`config.mk`:
```
export PLATFORM = sky130hd
export DESIGN_NAME = quicksort_middle_pivot
export DESIGN_NICKNAME = d
export VERILOG_FILES = /design/src/rtl/qmp_pkg.sv /design/src/rtl/quicksort_middle_pivot.sv
export SDC_FILE = /design/constraint.sdc
export NUM_CORES = 2
export LEC_CHECK = 0
export BUFFER_PORTS_ARGS = -buffer_cell sky130_fd_sc_hd__buf_4
export CAP_MARGIN = 20
export CORE_UTILIZATION = 45
export DETAILED_ROUTE_END_ITERATION = 16
export HOLD_SLACK_MARGIN = 0.1
export PLACE_DENSITY = 0.7
export SYNTH_ARGS = -nofsm -noshare
export SYNTH_HDL_FRONTEND = slang
export SYNTH_SLANG_ARGS = --single-unit
```
`constraint.sdc`:
```
create_clock -name clk -period 5 [get_ports clk]
set_input_delay 0.5 -clock clk [delete_from_list [all_inputs] [get_ports clk]]
set_output_delay 0.5 -clock clk [all_outputs]
set_load 0.01 [all_outputs]
```
`src/rtl/qmp_pkg.sv`:
```
`timescale 1ns / 1ps
// qmp_pkg: shared widths and defaults for the quicksort block.
// No dependencies; used by quicksort_middle_pivot, qmp_checker and the testbench.
package qmp_pkg;

  localparam int VAL_W         = 32;  // element width, signed
  localparam int MAX_ITEMS_DEF = 64;  // default store depth

endpackage

```
`src/rtl/quicksort_middle_pivot.sv`:
```
`timescale 1ns / 1ps
// Quicksort block, Hoare partition around the middle element, range stack in RAM.
// Input beats load back to back while idle; after the last beat the sort steps through its
//   compare, exchange and range states, then results drain one read at a time (one-read store).
// Throughput: one set at a time; in_stall stays high from the last input beat until
//   the final result beat sits in the output register.
// Reset (rst_n, synchronous): clears sequencer, counts and output valid; stores not cleared.
module quicksort_middle_pivot #(
  parameter int MAX_ITEMS = qmp_pkg::MAX_ITEMS_DEF  // 2..64
) (
  input  logic                           clk,
  input  logic                           rst_n,
  // input channel
  input  logic                           in_valid,
  output logic                           in_stall,
  input  logic signed [qmp_pkg::VAL_W-1:0] in_item_value,
  input  logic                           in_last_item,
  // result channel
  output logic                           out_valid,
  input  logic                           out_stall,
  output logic signed [qmp_pkg::VAL_W-1:0] out_sorted_value,
  output logic                           out_end_of_run,
  output logic                           out_overflow
);

  // IW: element index, CW: counts up to MAX_ITEMS, SW: signed scan index that can
  // step one past either end of a range (-1 .. MAX_ITEMS).
  localparam int IW = (MAX_ITEMS > 1) ? $clog2(MAX_ITEMS) : 1;
  localparam int CW = $clog2(MAX_ITEMS + 1);
  localparam int SW = IW + 2;
  localparam int RW = 2 * IW;  // stack entry: {hi, lo}

  typedef logic signed [SW-1:0]            sidx_t;
  typedef logic signed [qmp_pkg::VAL_W-1:0] val_t;

  typedef enum logic [3:0] {
    ST_IDLE,    // loading beats
    ST_POP,     // pop next range or finish
    ST_PIVA,    // range fields valid, fetch middle element
    ST_PIVB,    // latch pivot
    ST_SLREQ,   // left scan: fetch store[l]
    ST_SLCHK,   // left scan: compare with pivot
    ST_SRREQ,   // right scan: fetch store[r]
    ST_SRCHK,   // right scan: compare with pivot
    ST_SWAP1,   // write store[l]
    ST_SWAP2,   // write store[r], step both
    ST_LOOP,    // outer partition loop test
    ST_PUSHLO,  // push left part
    ST_PUSHHI,  // push right part
    ST_EMREQ,   // fetch store[k]
    ST_EMWAIT   // hand store[k] to the output register
  } state_t;

  // ---------------------------------------------------------------------------
  // Memories: element store and range stack, one write and one registered read
  // ---------------------------------------------------------------------------
  val_t            store_mem [MAX_ITEMS];
  logic [RW-1:0]   stack_mem [MAX_ITEMS];

  logic            mem_we;
  logic [IW-1:0]   mem_wa;
  val_t            mem_wd;
  logic [IW-1:0]   mem_ra;
  val_t            rd_r;

  logic            stk_we;
  logic [IW-1:0]   stk_wa;
  logic [RW-1:0]   stk_wd;
  logic [IW-1:0]   stk_ra;
  logic [RW-1:0]   stk_rd_r;

  always_ff @(posedge clk) begin
    if (mem_we) begin
      store_mem[mem_wa] <= mem_wd;
    end
    rd_r <= store_mem[mem_ra];
  end

  always_ff @(posedge clk) begin
    if (stk_we) begin
      stack_mem[stk_wa] <= stk_wd;
    end
    stk_rd_r <= stack_mem[stk_ra];
  end

  // ---------------------------------------------------------------------------
  // Sequencer state
  // ---------------------------------------------------------------------------
  state_t          state_r, state_nxt;
  logic [CW-1:0]   cnt_r, cnt_nxt;      // items held
  logic            drop_r, drop_nxt;    // an item was dropped this set
  logic [CW-1:0]   sp_r, sp_nxt;        // stack fill
  logic [CW-1:0]   k_r, k_nxt;          // emit index
  logic [IW-1:0]   lo_r, lo_nxt;
  logic [IW-1:0]   hi_r, hi_nxt;
  sidx_t           l_r, l_nxt;
  sidx_t           r_r, r_nxt;
  val_t            piv_r, piv_nxt;
  val_t            vl_r, vl_nxt;        // value stopped at by left scan
  val_t            vr_r, vr_nxt;        // value stopped at by right scan

  logic            out_valid_r, out_valid_nxt;
  val_t            out_val_r, out_val_nxt;
  logic            out_end_r, out_end_nxt;
  logic            out_ovf_r, out_ovf_nxt;

  logic            out_free;
  logic [CW-1:0]   n_new;
  logic [IW-1:0]   pop_lo, pop_hi, mid;
  sidx_t           lo_s, hi_s;

  assign out_free = !out_valid_r || !out_stall;
  assign lo_s     = $signed({2'b00, lo_r});
  assign hi_s     = $signed({2'b00, hi_r});
  assign pop_lo   = stk_rd_r[IW-1:0];
  assign pop_hi   = stk_rd_r[RW-1:IW];
  // middle index, truncating like (lo + hi) / 2
  assign mid      = IW'(({1'b0, pop_lo} + {1'b0, pop_hi}) >> 1);

  always_comb begin
    state_nxt     = state_r;
    cnt_nxt       = cnt_r;
    drop_nxt      = drop_r;
    sp_nxt        = sp_r;
    k_nxt         = k_r;
    lo_nxt        = lo_r;
    hi_nxt        = hi_r;
    l_nxt         = l_r;
    r_nxt         = r_r;
    piv_nxt       = piv_r;
    vl_nxt        = vl_r;
    vr_nxt        = vr_r;
    out_valid_nxt = out_valid_r;
    out_val_nxt   = out_val_r;
    out_end_nxt   = out_end_r;
    out_ovf_nxt   = out_ovf_r;
    n_new         = cnt_r;

    mem_we = 1'b0;
    mem_wa = l_r[IW-1:0];
    mem_wd = vr_r;
    mem_ra = l_r[IW-1:0];
    stk_we = 1'b0;
    stk_wa = sp_r[IW-1:0];
    stk_wd = {hi_r, l_r[IW-1:0]};
    stk_ra = sp_r[IW-1:0];

    // output register drains on an accepted beat
    if (out_valid_r && !out_stall) begin
      out_valid_nxt = 1'b0;
    end

    case (state_r)
      ST_IDLE: begin
        if (in_valid) begin
          if (cnt_r < CW'(MAX_ITEMS)) begin
            mem_we = 1'b1;
            mem_wa = cnt_r[IW-1:0];
            mem_wd = in_item_value;
            n_new  = CW'(cnt_r + 1'b1);
          end else begin
            drop_nxt = 1'b1;
          end
          cnt_nxt = n_new;
          if (in_last_item) begin
            k_nxt = '0;
            if (n_new < CW'(2)) begin
              state_nxt = ST_EMREQ;
            end else begin
              // whole set is the first range
              stk_we    = 1'b1;
              stk_wa    = '0;
              stk_wd    = {IW'(n_new - 1'b1), IW'(0)};
              sp_nxt    = CW'(1);
              state_nxt = ST_POP;
            end
          end
        end
      end
      ST_POP: begin
        if (sp_r == '0) begin
          k_nxt     = '0;
          state_nxt = ST_EMREQ;
        end else begin
          stk_ra    = IW'(sp_r - 1'b1);
          sp_nxt    = CW'(sp_r - 1'b1);
          state_nxt = ST_PIVA;
        end
      end
      ST_PIVA: begin
        lo_nxt    = pop_lo;
        hi_nxt    = pop_hi;
        l_nxt     = $signed({2'b00, pop_lo});
        r_nxt     = $signed({2'b00, pop_hi});
        mem_ra    = mid;
        state_nxt = ST_PIVB;
      end
      ST_PIVB: begin
        piv_nxt   = rd_r;
        state_nxt = ST_SLREQ;
      end
      ST_SLREQ: begin
        mem_ra = l_r[IW-1:0];
        if (l_r > hi_s) begin
          state_nxt = ST_SRREQ;
        end else begin
          state_nxt = ST_SLCHK;
        end
      end
      ST_SLCHK: begin
        if (rd_r < piv_r) begin
          l_nxt     = SW'(l_r + 1);
          state_nxt = ST_SLREQ;
        end else begin
          vl_nxt    = rd_r;
          state_nxt = ST_SRREQ;
        end
      end
      ST_SRREQ: begin
        mem_ra = r_r[IW-1:0];
        if (r_r < lo_s) begin
          state_nxt = ST_SWAP1;
        end else begin
          state_nxt = ST_SRCHK;
        end
      end
      ST_SRCHK: begin
        if (rd_r > piv_r) begin
          r_nxt     = SW'(r_r - 1);
          state_nxt = ST_SRREQ;
        end else begin
          vr_nxt    = rd_r;
          state_nxt = ST_SWAP1;
        end
      end
      ST_SWAP1: begin
        if (l_r <= r_r) begin
          mem_we    = 1'b1;
          mem_wa    = l_r[IW-1:0];
          mem_wd    = vr_r;
          state_nxt = ST_SWAP2;
        end else begin
          state_nxt = ST_PUSHLO;
        end
      end
      ST_SWAP2: begin
        mem_we    = 1'b1;
        mem_wa    = r_r[IW-1:0];
        mem_wd    = vl_r;
        l_nxt     = SW'(l_r + 1);
        r_nxt     = SW'(r_r - 1);
        state_nxt = ST_LOOP;
      end
      ST_LOOP: begin
        if (l_r <= r_r) begin
          state_nxt = ST_SLREQ;
        end else begin
          state_nxt = ST_PUSHLO;
        end
      end
      ST_PUSHLO: begin
        if (lo_s < r_r && sp_r < CW'(MAX_ITEMS)) begin
          stk_we = 1'b1;
          stk_wa = sp_r[IW-1:0];
          stk_wd = {r_r[IW-1:0], lo_r};
          sp_nxt = CW'(sp_r + 1'b1);
        end
        state_nxt = ST_PUSHHI;
      end
      ST_PUSHHI: begin
        if (hi_s > l_r && sp_r < CW'(MAX_ITEMS)) begin
          stk_we = 1'b1;
          stk_wa = sp_r[IW-1:0];
          stk_wd = {hi_r, l_r[IW-1:0]};
          sp_nxt = CW'(sp_r + 1'b1);
        end
        state_nxt = ST_POP;
      end
      ST_EMREQ: begin
        mem_ra    = k_r[IW-1:0];
        state_nxt = ST_EMWAIT;
      end
      ST_EMWAIT: begin
        // keep the address so rd_r holds store[k] while the output is stalled
        mem_ra = k_r[IW-1:0];
        if (out_free) begin
          out_valid_nxt = 1'b1;
          out_val_nxt   = rd_r;
          out_end_nxt   = (k_r == CW'(cnt_r - 1'b1));
          out_ovf_nxt   = drop_r;
          if (k_r == CW'(cnt_r - 1'b1)) begin
            cnt_nxt   = '0;
            drop_nxt  = 1'b0;
            state_nxt = ST_IDLE;
          end else begin
            k_nxt     = CW'(k_r + 1'b1);
            state_nxt = ST_EMREQ;
          end
        end
      end
      default: begin
        state_nxt = ST_IDLE;
      end
    endcase
  end

  always_ff @(posedge clk) begin
    if (!rst_n) begin
      state_r     <= ST_IDLE;
      cnt_r       <= '0;
      drop_r      <= 1'b0;
      sp_r        <= '0;
      k_r         <= '0;
      out_valid_r <= 1'b0;
    end else begin
      state_r     <= state_nxt;
      cnt_r       <= cnt_nxt;
      drop_r      <= drop_nxt;
      sp_r        <= sp_nxt;
      k_r         <= k_nxt;
      out_valid_r <= out_valid_nxt;
    end
    lo_r      <= lo_nxt;
    hi_r      <= hi_nxt;
    l_r       <= l_nxt;
    r_r       <= r_nxt;
    piv_r     <= piv_nxt;
    vl_r      <= vl_nxt;
    vr_r      <= vr_nxt;
    out_val_r <= out_val_nxt;
    out_end_r <= out_end_nxt;
    out_ovf_r <= out_ovf_nxt;
  end

  assign in_stall         = (state_r != ST_IDLE);
  assign out_valid        = out_valid_r;
  assign out_sorted_value = out_val_r;
  assign out_end_of_run   = out_end_r;
  assign out_overflow     = out_ovf_r;

endmodule

```
== After elaboration in Yosys (flattened, before gate mapping) ==
Memories as Yosys holds them, arrays and structs flattened. A register that Yosys moved wholly into a read port is not among the register bits.
Cells that the tools add are included.

* Register bits after elaboration: 185
* Memory bits (writable): 2,816
* Output and inout bits: 36
* Memories kept: 2

* Add/subtract/negate cells: 9
* $lt $le $gt $ge: 10
* Equality and inequality tests: 28
* Mux-type cells: 77
* Bitwise logic cells: 2
* Reductions and logical operators: 25

{| class="wikitable"
|+ Memory list
! name !! words !! width !! read ports !! clocked after memory_dff !! wr ports !! RTL line !! RTL
|-
| store_mem || 64 || 32 || 1 || 1 || 1 || quicksort_middle_pivot.sv:57 || <nowiki>val_t store_mem [MAX_ITEMS];</nowiki>
|-
| stack_mem || 64 || 12 || 1 || 1 || 1 || quicksort_middle_pivot.sv:58 || <nowiki>logic [RW-1:0] stack_mem [MAX_ITEMS];</nowiki>
|}

{| class="wikitable"
|+ Operators with widths
! kind !! count
|-
| $mux 7 || 17
|-
| $mux 32 || 2
|-
| $pmux 32 s2 || 1
|-
| $pmux 4 s15 || 1
|-
| $mux 12 || 4
|-
| $mux 6 || 8
|-
| $pmux 8 s3 || 2
|-
| $mux 4 || 9
|-
| $gt 32x32->1 || 1
|-
| $lt 32x32->1 || 1
|-
| $eq 4x4->1 const B || 7
|-
| $pmux 7 s4 || 1
|-
| $ne 2x2->1 const B || 13
|-
| $pmux 12 s2 || 1
|-
| $add 7x1->7 const B || 3
|-
| $pmux 7 s3 || 1
|-
| $mux 1 || 19
|-
| $pmux 6 s3 || 1
|-
| $eq 4x3->1 const B || 4
|-
| $mux 8 || 2
|-
| $lt 7x7->1 const B || 2
|-
| $pmux 7 s2 || 1
|-
| $sub 7x1->7 const B || 2
|-
| $pmux 6 s2 || 1
|-
| 32 further kinds || 47
|}

== Longest topological paths before layout ==
* Word-level depth: 11
* Depth in mapped cells: 15

== Least setup slack after synthesis ==
OpenSTA, ideal clock, no wires.

* Path type: flip-flop to flip-flop
* From: register r_r[2]
* To: memory stack_mem[0][1] (netlist bit), data pin
* Library setup time: 720 ps
* Arrival: 4,701 ps
* Data required time: 4,280 ps
* Setup slack: -421 ps
* Stages on the path, launching flop included: 12
* Clock period less this slack: 5,421 ps
* Path through: edfxtp_1 > clkbuf_1 > inv_1 > ha_1 > o21a_1 > o21a_1 > o211ai_1 > a21oi_1 > nor4_1 > clkbuf_1 > clkbuf_1 > o31ai_1

* Word-level cells in the longest chain between the ends: 4

{| class="wikitable"
|+ RTL lines
! item !! RTL line !! RTL
|-
| from (decl) || quicksort_middle_pivot.sv:97 || <nowiki>sidx_t r_r, r_nxt;</nowiki>
|-
| from (signal assigned) || quicksort_middle_pivot.sv:326 || <nowiki>r_r <= r_nxt;</nowiki>
|-
| $lt 7x8->1 || quicksort_middle_pivot.sv:262 || <nowiki>if (lo_s < r_r && sp_r < CW'(MAX_ITEMS)) begin</nowiki>
|-
| $logic_and 1x1->1 || quicksort_middle_pivot.sv:262 ||
|-
| $mux 12 || quicksort_middle_pivot.sv:262 ||
|-
| $pmux 12 s2 || quicksort_middle_pivot.sv:153 || <nowiki>case (state_r)</nowiki>
|-
| via stk_wd[1] || quicksort_middle_pivot.sv:68 || <nowiki>logic [RW-1:0] stk_wd;</nowiki>
|-
| to (decl) || quicksort_middle_pivot.sv:58 ||
|}

The timed path passes the listed nets, and every way through them passes these cells.

== Final worst setup path ==
* From: register stk_rd_r[0], read port of stack_mem
* To: register rd_r[8], read port of store_mem

* Word-level cells in the longest chain between the ends: 2

{| class="wikitable"
|+ RTL lines
! item !! RTL line !! RTL
|-
| from (decl) || quicksort_middle_pivot.sv:70 || <nowiki>logic [RW-1:0] stk_rd_r;</nowiki>
|-
| $add 6x6->7 || quicksort_middle_pivot.sv:118 || <nowiki>assign mid = IW'(({1'b0, pop_lo} + {1'b0, pop_hi}) >> 1);</nowiki>
|-
| $pmux 6 s3 || quicksort_middle_pivot.sv:153 ||
|-
| to (decl) || quicksort_middle_pivot.sv:64 || <nowiki>val_t rd_r;</nowiki>
|}

Every way passes these cells.
A chain may end at the register's enable or synchronous reset.

==> impl_results.md <==
* Data arrival time of the critical path at 5.67 ns
* Number of nets with antenna violations after routing at 0
* Final hold violations at 0
* Post-detailed-routing wire length at 322700 µm
* Number of input and output port buffers inserted at 72
* Number of CTS-inserted buffers at 306
* Sequential element share of the synthesized area at 75.88%
* Post-Synth XOR/XNOR Area at 0.3150%
* Clock-pin slew of the registers on the worst-case setup and hold paths at 0.07 ns
* Register bit total from synthesis at 3045
* Fraction of final layout cells sized beyond drive strength 1 at 18.76%
* RD Place Congestion at 0.8993
* Slowest cell on crit path: or4_4
* Worst setup slack after placement at -0.1672 ns
* Count of maximum capacitance violations at 0
* Worst Path Required at 5.76 ns
* Worst slew margin relative to its limit at 23.85%
* Area taken by multi-input logic gates at 27580 µm²
* Longest Clk Path Bufs at 4
* Most common flop cell mapped by yosys: edfxtp_1
* Final setup skew at 0.08059 ns
* Count of yosys warnings during synthesis at 0
* Vias per std cell at 6.099
* Post-route worst setup slack at 0.08873 ns
* Area added between synthesis and finish at 14.90%
* Initial antenna violation count at 14
* Class of the tightest hold or removal check: input port to flop
* Synth top area share at 74.69%
* Synth Area in Compound Gates at 4.487%
* Syn avg cell area at 16.39 µm²
* Maximum operating frequency at 203.6 MHz
* Type of element launching the critical path: flop
* Cell Chain, Critical Path: and2_1 -> fa_1 -> xor2_1 -> o211a_1 -> or4_4 -> buf_12 -> buf_4 -> mux2_2 -> o22ai_1 -> a221oi_1 -> o2111ai_1 -> nor4_2
* Non-Filler Cell Area, Final at 137400 µm²
* Global-route wire length before repair at 464600 µm
* Post-synthesis async set-or-reset flop share at 0%
* CTS tree: built
* Total GRT Usage at 23.83%
* Remaining global-route overflow at 0
* Instance area at placement at 127600 µm²
* Register area at 90730 µm²
* Number of different library cells in the post-synthesis netlist at 86
* Total via count in the routed design at 69690
* Outcome: finished clean
* Post-route non-filler standard cell count at 11430
* Element type at the critical path end: flop
* Worst setup path class: flop to flop
* Row Count at 188
* Post-synth EDFFs at 2974
* Worst-case hold slack at 0.1648 ns
* Multiplexer area fraction after synthesis at 8.742%
* Final routed wire length divided by cell count at 28.24 µm
* First DRT Iteration DRCs at 9465
* Width of the die at 517.5 µm
* Final Slew Violations at 0
* Post-synthesis adder-cell area fraction at 0.6970%
* Synthesized instance count at 7293
* CP max FO at 24
* Netlist Area Pre-Place at 119600 µm²
* Simple-gate share of the synthesized area at 8.106%
* Post-detail-place hpwl at 190500 µm
* Vias in the first global route at 67600
* Setup TNS at 0 ns
* Clock latency of the later-clocked register in the worst-skew pair at 0.95 ns
* H-tree levels at 5
* Max IR drop VDD at 0.7270 mV
* Tmin final at 4.911 ns
* Top area cells in the synthesized netlist: edfxtp_1 (75%), mux4_2 (4.7%), nand2_1 (4.1%), mux2i_1 (2.5%), nand3_1 (2.0%)
* Full die area at 267800 µm²
* # clock sinks at 3045
* Power Density at 656.0 nW/µm²
* End-of-flow core utilization at 52.19%
* Synthesized Nets at 7396
* Post-synth top area cell: edfxtp_1
* Initial standard-cell utilization of the core at 45.42%
* Most common cell after layout, fill and taps aside: edfxtp_1
* RSZ-0062 raised after global routing: false
* Commonest non-fill, non-tap cells in the layout: edfxtp_1 (2974), nand2_1 (1263), nand3_1 (485), buf_4 (404), clkbuf_16 (310)
* Main combinational cell family by area after synthesis: multiplexers
* Number of detailed-routing iterations run before antenna repair at 7
* Std-Cell Core Area at 263200 µm²
* Number of placed I/O pins at 73
* Number of remaining DRC errors at 0
* Static leakage power at 45.62 nW
* Setup repair bufs after CTS at 0
* Stage delay of the slowest cell on the critical path at 0.89 ns
* Height of the die at 517.5 µm
* Critical path buffer and inverter count at 2
* Design Power at 90.11 mW
* Fill cell count at 20490
* Transition at the pin with the smallest max-transition slack at 1.142 ns
* Library cell used as clock root buffer: clkbuf_16
* Fin nets at 7783
* Maximum number of pins on one net before global-route repair at 98
* Gate family responsible for the most delay along the worst path: simple AND/OR/NAND/NOR gates
* Count of placed standard cells including taps at 10880
* Post-route clock period utilization at 98.23%
* Final setup violation count at 0
logic make-up (layout without fill, tap and decap cells):
family | count (synthesis) | after routing
AO/OA/AOI/OAI | 707 | 707
XOR/XNOR | 43 | 43
adder cells (fa/ha/maj) | 66 | 66
buffers and inverters | 489 | 1101
flip-flops | 3045 | 3045
multiplexers | 709 | 709
other | 0 | 6
AND/OR/NAND/NOR | 2234 | 2234
power breakdown:
part	total, mW	internal, mW	switching (mW)
clock network	22.2	12.9	9.30
logic	35.0	11.9	23.1
registers	32.9	32.1	0.772
total	90.1	57.0	33.2
metal layers:
metal	share of wire, %	vias to the layer above	track usage, %
met2	46	4204	36.96
met4	4.5	4	10.08
met1	38	35480	32.67
li1	-	29310	-
met5	0.0084	-	0
met3	11	691	5.050
cells in the mapped netlist (8+ instances only):
| master | n |
|---|---|
| and2_1 | 10 |
| o22ai_1 | 70 |
| o221ai_1 | 33 |
| nor2_1 | 201 |
| mux2i_1 | 295 |
| o21ai_0 | 67 |
| mux2_2 | 162 |
| a221o_1 | 11 |
| a31oi_1 | 70 |
| o21a_1 | 13 |
| inv_1 | 69 |
| clkbuf_1 | 222 |
| a32oi_1 | 141 |
| buf_2 | 138 |
| nor2b_1 | 14 |
| mux4_2 | 252 |
| a22oi_1 | 37 |
| a211oi_1 | 10 |
| xnor2_1 | 32 |
| buf_1 | 32 |
| a21o_1 | 14 |
| or4_1 | 18 |
| xor2_1 | 11 |
| nor4_1 | 38 |
| buf_4 | 23 |
| o2bb2ai_1 | 37 |
| nor3_1 | 35 |
| a221oi_1 | 59 |
| dfxtp_1 | 71 |
| o31ai_1 | 12 |
| ha_1 | 65 |
| and3_1 | 8 |
| or2_2 | 8 |
| nand2_1 | 1296 |
| edfxtp_1 | 2974 |
| nand3_1 | 485 |
| o2111ai_1 | 30 |
| a21oi_1 | 44 |
| nand4_1 | 85 |
registers in the layout, summed over array words and instances, names as in the netlist, 4 cells and up:
signal / count
cnt_r: 7
hi_r: 6
k_r: 7
l_r: 8
lo_r: 6
out_sorted_value: 32
piv_r: 32
r_r: 8
rd_r: 32
sp_r: 7
stack_mem: 768
state_r: 4
stk_rd_r: 12
store_mem: 2048
vl_r: 32
vr_r: 32
path summary, 6_finish.rpt:
check / startpoint / slack (ns) / endpoint / cells past startpoint
min reg2reg: drop_r / 0.41 / out_overflow / 0
max: stk_rd_r[0] / 0.09 / rd_r[8] / 12
max reg2reg: stk_rd_r[0] / 0.09 / rd_r[8] / 12
min: in_item_value[25] / 0.16 / store_mem[4][25] / 3
timing repair:
action | in CTS | in global routing
hold endpoints to repair | 19 | 5
endpoints found under the setup margin | 1 | 0
gates resized for setup | 1 | 0
hold buffers | 5 | 1
final cells by class:
type | instances | area share (%)
Antenna cell | 6 | 0.01093
Inverter | 71 | 0.1940
Multi-Input combinational cell | 3759 | 20.07
Clock inverter | 133 | 0.9318
Timing Repair Buffer | 497 | 3.512
Clock buffer | 400 | 6.031
Tap cell | 3515 | 3.201
Sequential cell | 3045 | 66.04
worst reg2reg max path: stages, from the launching register on:
cell	delay, ns
dfxtp_1	0.36
and2_1	0.19
fa_1	0.41
xor2_1	0.19
o211a_1	0.27
or4_4	0.89
buf_12	0.36
buf_4	0.20
mux2_2	0.25
o22ai_1	0.10
a221oi_1	0.43
o2111ai_1	0.47
nor4_2	0.67
Power figures use the tool's default switching activity.
